--- config.mk ---
export PLATFORM = sky130hd
export DESIGN_NAME = circle_octant_point_generator
export DESIGN_NICKNAME = d
export VERILOG_FILES = /design/src/sv/cop_pkg.sv /design/src/sv/cop_front.sv /design/src/sv/cop_queue.sv /design/src/sv/cop_back.sv /design/src/sv/circle_octant_point_generator.sv
export VERILOG_INCLUDE_DIRS = /design/src /design/src/sv
export SDC_FILE = /design/constraint.sdc
export NUM_CORES = 1
export LEC_CHECK = 0
export ABC_AREA = 1
export BUFFER_PORTS_ARGS = -buffer_cell sky130_fd_sc_hd__buf_4
export CORE_MARGIN = 2
export CORE_UTILIZATION = 56
export CTS_CLUSTER_DIAMETER = 200
export DETAILED_ROUTE_END_ITERATION = 10
export PLACE_DENSITY_LB_ADDON = 0.1
export SLEW_MARGIN = 15
export SYNTH_ARGS = -nofsm -noshare
export SYNTH_HDL_FRONTEND = slang
export SYNTH_SLANG_ARGS = --single-unit
--- constraint.sdc ---
create_clock -name clk -period 3.5 [get_ports clk]
set_input_delay 0.35 -clock clk [delete_from_list [all_inputs] [get_ports clk]]
set_output_delay 0.35 -clock clk [all_outputs]
set_load 0.005 [all_outputs]
--- src/sv/circle_octant_point_generator_defines.svh ---
// assertion helpers for the rtl file that checks itself (cop_back)
`ifndef CIRCLE_OCTANT_POINT_GENERATOR_DEFINES_SVH
`define CIRCLE_OCTANT_POINT_GENERATOR_DEFINES_SVH

// same-cycle implication, quiet while in reset
`define COP_ASSERT_SAME(lbl, ante, cons, msg) \
  lbl: assert property (@(posedge clk) disable iff (!rst_n) (ante) |-> (cons)) \
    else $error(msg);

// next-cycle implication, quiet while in reset
`define COP_ASSERT_NEXT(lbl, ante, cons, msg) \
  lbl: assert property (@(posedge clk) disable iff (!rst_n) (ante) |=> (cons)) \
    else $error(msg);

`endif

--- src/sv/cop_pkg.sv ---
package cop_pkg;

  // command codes
  localparam logic CMD_START = 1'b0;
  localparam logic CMD_STEP  = 1'b1;

  // width of an output coordinate
  localparam int PT_W = 12;

  // decision variable constants of the Bresenham circle scheme
  localparam int DEC_INIT      = 3;
  localparam int DEC_STEP_DIAG = 10;
  localparam int DEC_STEP_AXIS = 6;

  // job queue between front and back
  localparam int QUEUE_DEPTH = 2;

  // points in one step
  localparam int OCT_POINTS = 8;
  localparam int OCT_IDX_W  = $clog2(OCT_POINTS);
  localparam logic [OCT_IDX_W-1:0] OCT_LAST = OCT_IDX_W'(OCT_POINTS - 1);

  typedef struct packed {
    logic full;
    logic empty;
  } cop_qstat_t;

endpackage

--- src/sv/cop_front.sv ---
module cop_front import cop_pkg::*; #(
  parameter int COORD_BITS = 10,
  parameter int JOB_W = 1 + 2 * COORD_BITS + 2 * (COORD_BITS + 1)
) (
  input  logic             clk,
  input  logic             rst_n,
  input  logic             in_valid,
  output logic             in_ready,
  input  logic             in_cmd,
  input  logic [9:0]       in_center_x,
  input  logic [9:0]       in_center_y,
  input  logic [9:0]       in_radius,
  input  cop_qstat_t       q_stat,
  output logic             q_push,
  output logic [JOB_W-1:0] q_job
);

  localparam int XW = COORD_BITS + 1;
  localparam int DW = COORD_BITS + 6;

  logic [COORD_BITS-1:0] cx_r, cy_r, cx_nxt, cy_nxt;
  logic signed [XW-1:0]  x_r, y_r, x_nxt, y_nxt;
  logic signed [XW-1:0]  x_inc, y_dec;
  logic signed [DW-1:0]  d_r, d_nxt;
  logic                  active_r, active_nxt;
  logic [COORD_BITS-1:0] rad;
  logic                  accept;
  logic                  can_plot;
  logic                  diag;

  assign in_ready = !q_stat.full;
  assign accept   = in_valid && in_ready;
  assign rad      = COORD_BITS'(in_radius);
  assign can_plot = active_r && !(y_r < x_r);
  assign diag     = d_r > 0;
  assign x_inc    = x_r + XW'(1);
  assign y_dec    = y_r - XW'(1);

  // a step job carries its own copy of center and offsets
  assign q_push = accept && (in_cmd == CMD_STEP);
  assign q_job  = {!can_plot, cx_r, cy_r, x_r, y_r};

  always_comb begin
    cx_nxt     = cx_r;
    cy_nxt     = cy_r;
    x_nxt      = x_r;
    y_nxt      = y_r;
    d_nxt      = d_r;
    active_nxt = active_r;
    if (accept) begin
      if (in_cmd == CMD_START) begin
        cx_nxt     = COORD_BITS'(in_center_x);
        cy_nxt     = COORD_BITS'(in_center_y);
        x_nxt      = '0;
        y_nxt      = XW'(rad);
        d_nxt      = DW'(DEC_INIT) - (DW'(rad) << 1);
        active_nxt = 1'b1;
      end else if (can_plot) begin
        x_nxt = x_inc;
        if (diag) begin
          y_nxt = y_dec;
          d_nxt = d_r + ((DW'(x_inc) - DW'(y_dec)) << 2) + DW'(DEC_STEP_DIAG);
        end else begin
          d_nxt = d_r + (DW'(x_inc) << 2) + DW'(DEC_STEP_AXIS);
        end
      end else begin
        active_nxt = 1'b0;
      end
    end
  end

  always_ff @(posedge clk) begin
    if (!rst_n) begin
      cx_r     <= '0;
      cy_r     <= '0;
      x_r      <= '0;
      y_r      <= '0;
      d_r      <= '0;
      active_r <= 1'b0;
    end else begin
      cx_r     <= cx_nxt;
      cy_r     <= cy_nxt;
      x_r      <= x_nxt;
      y_r      <= y_nxt;
      d_r      <= d_nxt;
      active_r <= active_nxt;
    end
  end

endmodule

--- src/sv/cop_queue.sv ---
module cop_queue import cop_pkg::*; #(
  parameter int WIDTH = 45
) (
  input  logic             clk,
  input  logic             rst_n,
  input  logic             push,
  input  logic [WIDTH-1:0] push_data,
  input  logic             pop,
  output logic [WIDTH-1:0] head,
  output cop_qstat_t       stat
);

  localparam int PW = (QUEUE_DEPTH > 1) ? $clog2(QUEUE_DEPTH) : 1;
  localparam int CW = $clog2(QUEUE_DEPTH + 1);

  logic [WIDTH-1:0] slot_r [QUEUE_DEPTH];
  logic [PW-1:0]    wr_ptr_r, wr_ptr_nxt, rd_ptr_r, rd_ptr_nxt;
  logic [CW-1:0]    count_r, count_nxt;
  logic             do_push, do_pop;

  assign stat.full  = count_r == CW'(QUEUE_DEPTH);
  assign stat.empty = count_r == '0;
  assign do_push    = push && !stat.full;
  assign do_pop     = pop && !stat.empty;
  assign head       = slot_r[rd_ptr_r];

  always_comb begin
    wr_ptr_nxt = wr_ptr_r;
    rd_ptr_nxt = rd_ptr_r;
    count_nxt  = count_r;
    if (do_push) begin
      wr_ptr_nxt = (wr_ptr_r == PW'(QUEUE_DEPTH - 1)) ? '0 : wr_ptr_r + PW'(1);
    end
    if (do_pop) begin
      rd_ptr_nxt = (rd_ptr_r == PW'(QUEUE_DEPTH - 1)) ? '0 : rd_ptr_r + PW'(1);
    end
    if (do_push && !do_pop) begin
      count_nxt = count_r + CW'(1);
    end else if (do_pop && !do_push) begin
      count_nxt = count_r - CW'(1);
    end
  end

  always_ff @(posedge clk) begin
    if (do_push) begin
      slot_r[wr_ptr_r] <= push_data;
    end
  end

  always_ff @(posedge clk) begin
    if (!rst_n) begin
      wr_ptr_r <= '0;
      rd_ptr_r <= '0;
      count_r  <= '0;
    end else begin
      wr_ptr_r <= wr_ptr_nxt;
      rd_ptr_r <= rd_ptr_nxt;
      count_r  <= count_nxt;
    end
  end

endmodule

--- src/sv/cop_back.sv ---
`include "circle_octant_point_generator_defines.svh"

module cop_back import cop_pkg::*; #(
  parameter int COORD_BITS = 10,
  parameter int JOB_W = 1 + 2 * COORD_BITS + 2 * (COORD_BITS + 1)
) (
  input  logic                   clk,
  input  logic                   rst_n,
  input  logic [JOB_W-1:0]       q_head,
  input  cop_qstat_t             q_stat,
  output logic                   q_pop,
  output logic                   out_valid,
  input  logic                   out_ready,
  output logic signed [PT_W-1:0] out_point_x,
  output logic signed [PT_W-1:0] out_point_y,
  output logic                   out_last_of_step,
  output logic                   out_finished
);

  localparam int XW = COORD_BITS + 1;
  localparam int WW = (COORD_BITS + 2 > PT_W) ? COORD_BITS + 2 : PT_W;

  logic                  job_fin;
  logic [COORD_BITS-1:0] job_cx, job_cy;
  logic signed [XW-1:0]  job_x, job_y;
  logic signed [XW-1:0]  off_a, off_b;
  logic [WW-1:0]         sum_x, sum_y;

  logic [OCT_IDX_W-1:0]  idx_r, idx_nxt;
  logic                  valid_r, valid_nxt;
  logic signed [PT_W-1:0] px_r, py_r;
  logic                  last_r, fin_r;
  logic                  load_ok, emit, end_of_job;

  assign {job_fin, job_cx, job_cy, job_x, job_y} = q_head;

  // idx bit 2 swaps x and y, bit 0 negates the x term, bit 1 the y term
  assign off_a = idx_r[2] ? job_y : job_x;
  assign off_b = idx_r[2] ? job_x : job_y;
  assign sum_x = idx_r[0] ? WW'(job_cx) - WW'(off_a) : WW'(job_cx) + WW'(off_a);
  assign sum_y = idx_r[1] ? WW'(job_cy) - WW'(off_b) : WW'(job_cy) + WW'(off_b);

  assign load_ok    = !valid_r || out_ready;
  assign emit       = load_ok && !q_stat.empty;
  assign end_of_job = job_fin || (idx_r == OCT_LAST);
  assign q_pop      = emit && end_of_job;

  always_comb begin
    idx_nxt   = idx_r;
    valid_nxt = valid_r;
    if (emit) begin
      valid_nxt = 1'b1;
      idx_nxt   = end_of_job ? '0 : idx_r + OCT_IDX_W'(1);
    end else if (out_ready) begin
      valid_nxt = 1'b0;
    end
  end

  always_ff @(posedge clk) begin
    if (!rst_n) begin
      idx_r   <= '0;
      valid_r <= 1'b0;
    end else begin
      idx_r   <= idx_nxt;
      valid_r <= valid_nxt;
    end
  end

  always_ff @(posedge clk) begin
    if (emit) begin
      px_r   <= job_fin ? '0 : sum_x[PT_W-1:0];
      py_r   <= job_fin ? '0 : sum_y[PT_W-1:0];
      last_r <= end_of_job;
      fin_r  <= job_fin;
    end
  end

  assign out_valid        = valid_r;
  assign out_point_x      = px_r;
  assign out_point_y      = py_r;
  assign out_last_of_step = last_r;
  assign out_finished     = fin_r;

  `COP_ASSERT_SAME(a_mid_step_job_held, idx_r != '0, !q_stat.empty,
    "job left the queue in the middle of a step")
  `COP_ASSERT_SAME(a_fin_single_beat, !q_stat.empty && job_fin, idx_r == '0,
    "finished job seen part way through a step")
  `COP_ASSERT_NEXT(a_pop_marks_last, q_pop, valid_r && last_r,
    "job retired without a last beat")
  `COP_ASSERT_SAME(a_fin_is_last, valid_r && fin_r, last_r,
    "finished beat not marked last")

endmodule

--- src/sv/circle_octant_point_generator.sv ---
// Step-driven Bresenham circle rasterizer. A start beat (cmd 0) latches center and radius
// and returns nothing. Each step beat (cmd 1) returns the eight symmetric points of the
// current offset, one result beat per cycle while out_ready stays high, the eighth marked
// last_of_step; once the octant is done a step returns a single beat with finished and
// last_of_step set and zero coordinates. A step therefore occupies the result port for
// eight beats and a finished step for one: the single result port paces the block.
// Commands are classified and the decision variable updated in the front end the
// cycle they are accepted; a two-entry job queue holds the step being streamed out
// until its last beat, so the front end can take one more step while the back end is
// still streaming points out.
module circle_octant_point_generator import cop_pkg::*; #(
  parameter int COORD_BITS = 10
) (
  input  logic                   clk,
  input  logic                   rst_n,
  input  logic                   in_valid,
  output logic                   in_ready,
  input  logic                   in_cmd,
  input  logic [9:0]             in_center_x,
  input  logic [9:0]             in_center_y,
  input  logic [9:0]             in_radius,
  output logic                   out_valid,
  input  logic                   out_ready,
  output logic signed [PT_W-1:0] out_point_x,
  output logic signed [PT_W-1:0] out_point_y,
  output logic                   out_last_of_step,
  output logic                   out_finished
);

  localparam int JOB_W = 1 + 2 * COORD_BITS + 2 * (COORD_BITS + 1);

  cop_qstat_t       q_stat;
  logic             q_push, q_pop;
  logic [JOB_W-1:0] q_job, q_head;

  cop_front #(
    .COORD_BITS(COORD_BITS),
    .JOB_W     (JOB_W)
  ) u_front (
    .clk        (clk),
    .rst_n      (rst_n),
    .in_valid   (in_valid),
    .in_ready   (in_ready),
    .in_cmd     (in_cmd),
    .in_center_x(in_center_x),
    .in_center_y(in_center_y),
    .in_radius  (in_radius),
    .q_stat     (q_stat),
    .q_push     (q_push),
    .q_job      (q_job)
  );

  cop_queue #(
    .WIDTH(JOB_W)
  ) u_queue (
    .clk      (clk),
    .rst_n    (rst_n),
    .push     (q_push),
    .push_data(q_job),
    .pop      (q_pop),
    .head     (q_head),
    .stat     (q_stat)
  );

  cop_back #(
    .COORD_BITS(COORD_BITS),
    .JOB_W     (JOB_W)
  ) u_back (
    .clk             (clk),
    .rst_n           (rst_n),
    .q_head          (q_head),
    .q_stat          (q_stat),
    .q_pop           (q_pop),
    .out_valid       (out_valid),
    .out_ready       (out_ready),
    .out_point_x     (out_point_x),
    .out_point_y     (out_point_y),
    .out_last_of_step(out_last_of_step),
    .out_finished    (out_finished)
  );

endmodule

==> results.json, run 1 <==
{
  "holdBufCountCts": 0,
  "area_delta_synth_final_pct": 28.4,
  "drtAntennaViolNets": 0,
  "synth_commonest_cells": "nand2_1 (336), nor2_1 (156), inv_1 (131), o21ai_0 (114), edfxtp_1 (112)",
  "synth.largest_area_cell": "edfxtp_1",
  "root_buffer": "clkbuf_16",
  "grt_usage_pct": 28.4,
  "setup_violations": 5,
  "firstDrtPassIters": 5,
  "rsz0062_at_grt": "yes",
  "insertion_delay_ns": 0.44,
  "finalHoldViolations": 0,
  "numPortBuffers": 62,
  "nets": 1762,
  "intPower_mw": 7.86,
  "synthTopCellsByArea": "edfxtp_1 (29%), dfxtp_1 (12%), ha_1 (11%)",
  "route.vias.total": 10500,
  "p_comb_share_pct": 65.0,
  "critPathMostFrequentCell": "buf_4",
  "p_sw_mw": 6.64,
  "p_leak_nw": 6.74,
  "synthesis.nets": 1565,
  "hpwl_um": 22000,
  "grt_start_max_net_pins": 48,
  "htree_levels": 4,
  "crit_type": "register to register",
  "yosysMostFrequentCell": "nand2_1",
  "avgSynthCellArea_um2": 8.08,
  "drtIter0Drc": 788,
  "status": "complete, but fails checks",
  "drc_errors": 0,
  "die_area_um2": 21700,
  "yosysUniqueCellTypes": 48,
  "drv_cap": 0,
  "sequentialPowerShare_pct": 21.2,
  "rows": 52,
  "max_stage_delay_ns": 0.34,
  "worstMarginPinSlew_ns": 0.912,
  "swShare_pct": 45.8,
  "relSlewSlack_pct": 39.1,
  "grt_pass1_wl_um": 49000,
  "synthFlopType": "edfxtp_1",
  "violations": "setup timing",
  "max_freq_mhz": 258,
  "path_delay_family": "simple AND/OR/NAND/NOR gates",
  "worstSetupEndpointType": "register",
  "crit_fanout": 3,
  "clkTransAtPathRegs_ns": 0.08,
  "grt_pass1_vias": 9928,
  "ys_async_sr_fraction_pct": 0,
  "routed_wl_um": 31600,
  "die_h_um": 147,
  "synth_edf_count": 112,
  "start_kind": "register",
  "drv_slew": 0,
  "cts_tree": "built",
  "yosysTopAreaCellShare_pct": 29.2,
  "clk_path_buf_depth": 2,
  "critPathArrivalTime_ns": 4.20,
  "ys_seq_area_share_pct": 41.1,
  "tns_ns": -1.01,
  "worst_path_max_delay_cell": "dfxtp_2",
  "power.density_nw_per_um2": 981,
  "clkSinkCount": 180,
  "p_clk_share_pct": 13.8,
  "initial_core_util_pct": 57.0,
  "gp_congestion": 0.956,
  "post-route-period-util_pct": 111,
  "yosysWarnings": 0,
  "pre_cts_ws_ns": -0.280,
  "cts_buffers": 17,
  "synth_seq_cells": 180,
  "ios": 63,
  "drive_above_1_share_pct": 27.0,
  "fin_ws_ns": -0.382,
  "antenna_found_initial": 0,
  "syn-cell-area_um2": 11500,
  "vdd_ir_drop_max_mv": 0.482,
  "finalCriticalPeriod_ns": 3.88,
  "avgRoutedWirePerCell_um": 16.6,
  "synth_cells": 1424,
  "fin_skew_ns": 0.0163,
  "grt_overflow": 0,
  "die_x_um": 147,
  "required_ns": 3.82,
  "hold_path_class": "input pin to register",
  "fp.coreArea_um2": 20200,
  "viasPerCell": 5.49,
  "crit_buf_inv": 11,
  "antenna_cells": 0
}
[worst min-delay path: cells and delay by family]
family / cells / cell delay [ns]
buffers and inverters: 1 / 0.08
AND/OR/NAND/NOR: 2 / 0.11
[final cells by class]
class	instances	area [um^2]
clock buffer	17	425
clock inverter	15	218
fill	1494	5400
timing repair buffer	217	1650
inverter	141	529
sequential	180	4750
multi-input combinational	1064	6860
tap	270	338
[through the flow]
stage	std cells	instance area, um^2	util (%)	power [mW]	hold slack (ns)
after CTS	1885	14100	70.0	13.6	0.121
after floorplan	1424	11600	-	8.52	0.420
after detailed placement	1831	13100	64.9	11.1	0.433
final	1904	14800	73.2	14.5	0.125
after global routing	1904	14800	73.2	15.7	0.129
after global placement	1831	13100	64.9	11.0	0.425
[cells by family (layout without fill, tap and decap cells)]
logic type | Yosys count | count (layout) | share of synthesized area, %
buf+inv | 180 | 390 | 6.40
flops | 180 | 180 | 41.1
simple gates | 615 | 615 | 22.3
xor+xnor | 58 | 58 | 4.42
compound gates | 283 | 283 | 13.8
mux | 2 | 2 | 0.174
fa+ha+maj | 106 | 106 | 11.9
[metal layers]
layer	track usage (%)	vias up	part of all wire, %
met3	3.14	57	6.5
met1	38.6	4851	42
met5	0	-	0
li1	-	5168	-
met2	48.9	382	49
met4	7.16	0	2.0
[cell usage in the layout, fill, tap and decap left out, types with 9 or more instances in the layout]
master,Yosys,final
a21o_1,9,9
a21oi_1,95,83
a21oi_2,1,12
buf_4,2,214
clkbuf_16,0,17
dfxtp_1,68,58
edfxtp_1,112,112
ha_1,101,75
ha_4,0,25
inv_1,131,119
inv_2,8,20
nand2_1,336,316
nand2_2,8,25
nand3_1,59,51
nand3_2,4,10
nand4_1,10,10
nor2_1,156,142
nor2_2,4,11
o21ai_0,114,103
o21ai_1,14,14
o21ai_2,18,24
or2_2,11,11
xnor2_1,17,16
xor2_1,41,30
xor2_2,0,10
[sequential cells by signal, indices dropped and copies added, names as in the netlist, named ones only]
signal,flops
u_back.idx_r,3
u_back.out_finished,1
u_back.out_last_of_step,1
u_back.out_point_x,12
u_back.out_point_y,12
u_back.out_valid,1
u_front.active_r,1
u_front.cx_r,10
u_front.cy_r,10
u_front.d_r,16
u_front.x_r,11
u_front.y_r,11
u_queue.count_r,2
u_queue.rd_ptr_r,1
u_queue.slot_r,86
u_queue.wr_ptr_r,1
[power by group through the flow]
stage	sequential [mW]	clock [mW]	combinational, mW
2_1_floorplan	3.08	0	5.45
3_3_place_gp	3.08	0	7.88
3_5_place_dp	3.09	0	8.00
4_1_cts	3.05	2.02	8.50
5_1_grt	3.11	2.10	10.5
6_report	3.07	2.01	9.42
[path summary, 6_finish.rpt]
| kind | cells past startpoint | end | slack (ns) | from |
|---|---|---|---|---|
| setup / recovery | 25 | u_front.d_r[15]$_SDFFE_PN0P_ | -0.38 | u_front.y_r[1]$_SDFFE_PN0P_ |
| hold reg to reg | 0 | u_queue.slot_r[1][26]$_DFFE_PP_ | 0.46 | u_front.cy_r[4]$_SDFFE_PN0P_ |
| hold / removal | 3 | u_front.cx_r[3]$_SDFFE_PN0P_ | 0.13 | in_center_x[3] |
| setup reg to reg | 25 | u_front.d_r[15]$_SDFFE_PN0P_ | -0.38 | u_front.y_r[1]$_SDFFE_PN0P_ |
[what timing repair did]
item,in CTS,in global routing
gates cloned,0,0
setup endpoints to repair,9,18
pin swaps,32,53
gates resized for setup,42,112
setup buffers,22,19
No activity file was read; power rests on OpenSTA's default activity.
==> run 2, diff against run 1 <==
--- a/config.mk
+++ b/config.mk
@@ -8,9 +8,9 @@
 export LEC_CHECK = 0
 export ABC_AREA = 1
-export BUFFER_PORTS_ARGS = -buffer_cell sky130_fd_sc_hd__buf_4
 export CORE_MARGIN = 2
-export CORE_UTILIZATION = 56
+export CORE_UTILIZATION = 59
 export CTS_CLUSTER_DIAMETER = 200
 export DETAILED_ROUTE_END_ITERATION = 10
+export DONT_BUFFER_PORTS = 1
 export PLACE_DENSITY_LB_ADDON = 0.1
 export SLEW_MARGIN = 15
==> constraint.sdc (replaced) <==
create_clock -name clk -period 3.5 [get_ports clk]
set_input_delay 1.05 -clock clk [delete_from_list [all_inputs] [get_ports clk]]
set_output_delay 1.05 -clock clk [all_outputs]
set_load 0.005 [all_outputs]
==> run 2 against run 1 <==
The flow still finishes with violations (setup timing). Clock-buffer cell count is the same. First-iteration DRC count shrank 9.6%. Sequential power is essentially flat. Routed wire length down 0.21%. Cell area decreased by 1.5%. Hold slack improved by 0.33 ns. Via count is 2.4% lower. Clock skew is 0.0020 ns lower. Setup slack better by 0.056 ns. Final cell count shrank 3.3%. Non-clock buffer count shrank 57. Die area is 4.9% lower.
==> results.json, run 2 (same netlist as run 1, synthesis figures left out) <==
{
  "grt_usage_pct": 30.4,
  "fp.coreArea_um2": 19300,
  "start_kind": "register",
  "critPathArrivalTime_ns": 4.15,
  "crit_fanout": 4,
  "cts_buffers": 17,
  "sequentialPowerShare_pct": 20.8,
  "p_leak_nw": 6.51,
  "met1_length_um": 13800,
  "clkSinkCount": 180,
  "post-route-period-util_pct": 109,
  "drv_cap": 0,
  "p_sw_mw": 6.91,
  "ios": 63,
  "die_h_um": 144,
  "status": "complete, but fails checks",
  "finalCriticalPeriod_ns": 3.83,
  "firstDrtPassIters": 5,
  "route.vias.total": 10200,
  "holdBufCountCts": 0,
  "area_delta_synth_final_pct": 26.5,
  "grt_overflow": 0,
  "routed_wl_um": 31500,
  "fill_cells": 1371,
  "grt_start_max_net_pins": 48,
  "grt_pass1_wl_um": 48200,
  "htree_levels": 4,
  "layout_common_cells": "nand2_1 (314), buf_4 (154), nor2_1 (141)",
  "hold_start": "u_front.cx_r[9]$_SDFFE_PN0P_",
  "multi_input_area_um2": 7080,
  "fin_ws_ns": -0.326,
  "crit_type": "register to register",
  "finalHoldViolations": 0,
  "rr_startpoint": "u_front.y_r[5]$_SDFFE_PN0P_",
  "clkTransAtPathRegs_ns": 0.08,
  "power.density_nw_per_um2": 1030,
  "fin_area_um2": 14600,
  "root_buffer": "clkbuf_16",
  "setup_violations": 5,
  "gp_congestion": 0.937,
  "regArea_um2": 4740,
  "drtIter0Drc": 712,
  "viasPerCell": 5.54,
  "initial_core_util_pct": 59.7,
  "insertion_delay_ns": 0.45,
  "cp-startpoint": "u_front.y_r[5]$_SDFFE_PN0P_",
  "hpwl_um": 21800,
  "vdd_ir_drop_max_mv": 0.490,
  "required_ns": 3.83,
  "fin_skew_ns": 0.0143,
  "cts_tree": "built",
  "swShare_pct": 46.3,
  "drc_errors": 0,
  "reg.largest.list": "u_queue.slot_r x86, u_front.d_r x16",
  "final_common_cell": "nand2_1",
  "dpl-instance-area_um2": 12700,
  "max_freq_mhz": 261,
  "worstSetupEndpointType": "register",
  "dp_cells": 1774,
  "nets": 1705,
  "wl_met2_um": 15100,
  "hold_path_class": "register to register",
  "clk_path_buf_depth": 2,
  "avgRoutedWirePerCell_um": 17.1,
  "intPower_mw": 8.02,
  "routed.top_layer": "met4",
  "worstMarginPinSlew_ns": 0.946,
  "antenna_cells": 0,
  "wl_met3_um": 1910,
  "p_comb_share_pct": 65.6,
  "largest_reg_flops": 86,
  "violations": "setup timing",
  "regMostFlops": "u_queue.slot_r",
  "grt_pass1_vias": 9599,
  "antenna_found_initial": 0,
  "final_cells": 1842,
  "rows": 51,
  "drv_slew": 0,
  "relSlewSlack_pct": 36.8,
  "numPortBuffers": 0,
  "die_x_um": 144,
  "drtAntennaViolNets": 0,
  "die_area_um2": 20600,
  "p_clk_share_pct": 13.7,
  "drive_above_1_share_pct": 25.8,
  "rsz0062_at_grt": "yes"
}
==> run 2: path summary, 6_finish.rpt <==
kind | endpoint | slack (ns) | cells after the start
worst max register to register | u_front.d_r[15]$_SDFFE_PN0P_ | -0.33 | 27
worst min register to register | u_queue.slot_r[1][41]$_DFFE_PP_ | 0.46 | 0
worst min-delay path | u_queue.slot_r[1][41]$_DFFE_PP_ | 0.46 | 0
worst max-delay path | u_front.d_r[15]$_SDFFE_PN0P_ | -0.33 | 27
==> run 2: routing by layer <==
metal  vias to the layer above  global-route usage, %
li1                       5053                      -
met5                         -                      0
met1                      4788                   40.8
met2                       313                   51.1
met4                         0                   8.00
met3                        53                   5.36
==> run 2: cell type report <==
| class | count | share of cell area (%) |
|---|---|---|
| Clock inverter | 15 | 1.51 |
| Tap cell | 265 | 2.28 |
| Inverter | 141 | 3.67 |
| Clock buffer | 17 | 2.92 |
| Multi-Input combinational cell | 1064 | 48.7 |
| Sequential cell | 180 | 32.6 |
| Timing Repair Buffer | 160 | 8.41 |
==> run 2: metrics by stage <==
| stage | total power, mW | worst slack [ns] | TNS [ns] | utilization [%] | hold slack [ns] |
|---|---|---|---|---|---|
| finish | 14.9 | -0.326 | -0.936 | 75.5 | 0.456 |
| global route | 16.1 | -0.491 | -2.59 | 75.5 | 0.461 |
| CTS | 13.7 | -0.198 | -0.644 | 71.6 | 0.453 |
| detailed placement | 10.9 | -0.355 | -1.50 | 65.8 | 0.431 |
| global placement | 10.8 | -0.257 | -0.989 | 65.8 | 0.427 |
| floorplan | 8.49 | -0.317 | -27.51 | - | 0.420 |
==> run 2: timing repair <==
| item | in CTS | in global routing |
|---|---|---|
| cloned | 0 | 0 |
| setup endpoints to repair | 11 | 17 |
| buffers inserted | 22 | 14 |
| resized for setup | 61 | 140 |
| pin swaps | 46 | 67 |
==> run 2: power groups by stage <==
stage,Sequential [mW],Combinational [mW],Clock [mW]
2_1_floorplan,3.07,5.42,0
3_3_place_gp,3.12,7.71,0
3_5_place_dp,3.13,7.82,0
4_1_cts,3.09,8.56,2.06
5_1_grt,3.15,10.8,2.15
6_report,3.10,9.79,2.04
==> run 2: critical path: stages (launching register included) <==
cell	delay [ns]
dfxtp_1	0.31
nor2_1	0.24
nand4_1	0.27
buf_4	0.23
xor2_2	0.16
ha_4	0.30
buf_4	0.10
nand4_1	0.13
nor2_2	0.14
nand2_2	0.08
buf_4	0.14
buf_4	0.13
buf_4	0.12
buf_4	0.12
buf_4	0.12
buf_4	0.13
buf_4	0.13
buf_4	0.13
buf_4	0.12
buf_4	0.13
nand3_2	0.06
nand2_2	0.06
nand3_2	0.08
nand3_2	0.08
nand3_2	0.06
nand2_1	0.05
nand2_1	0.07
a21oi_2	0.05
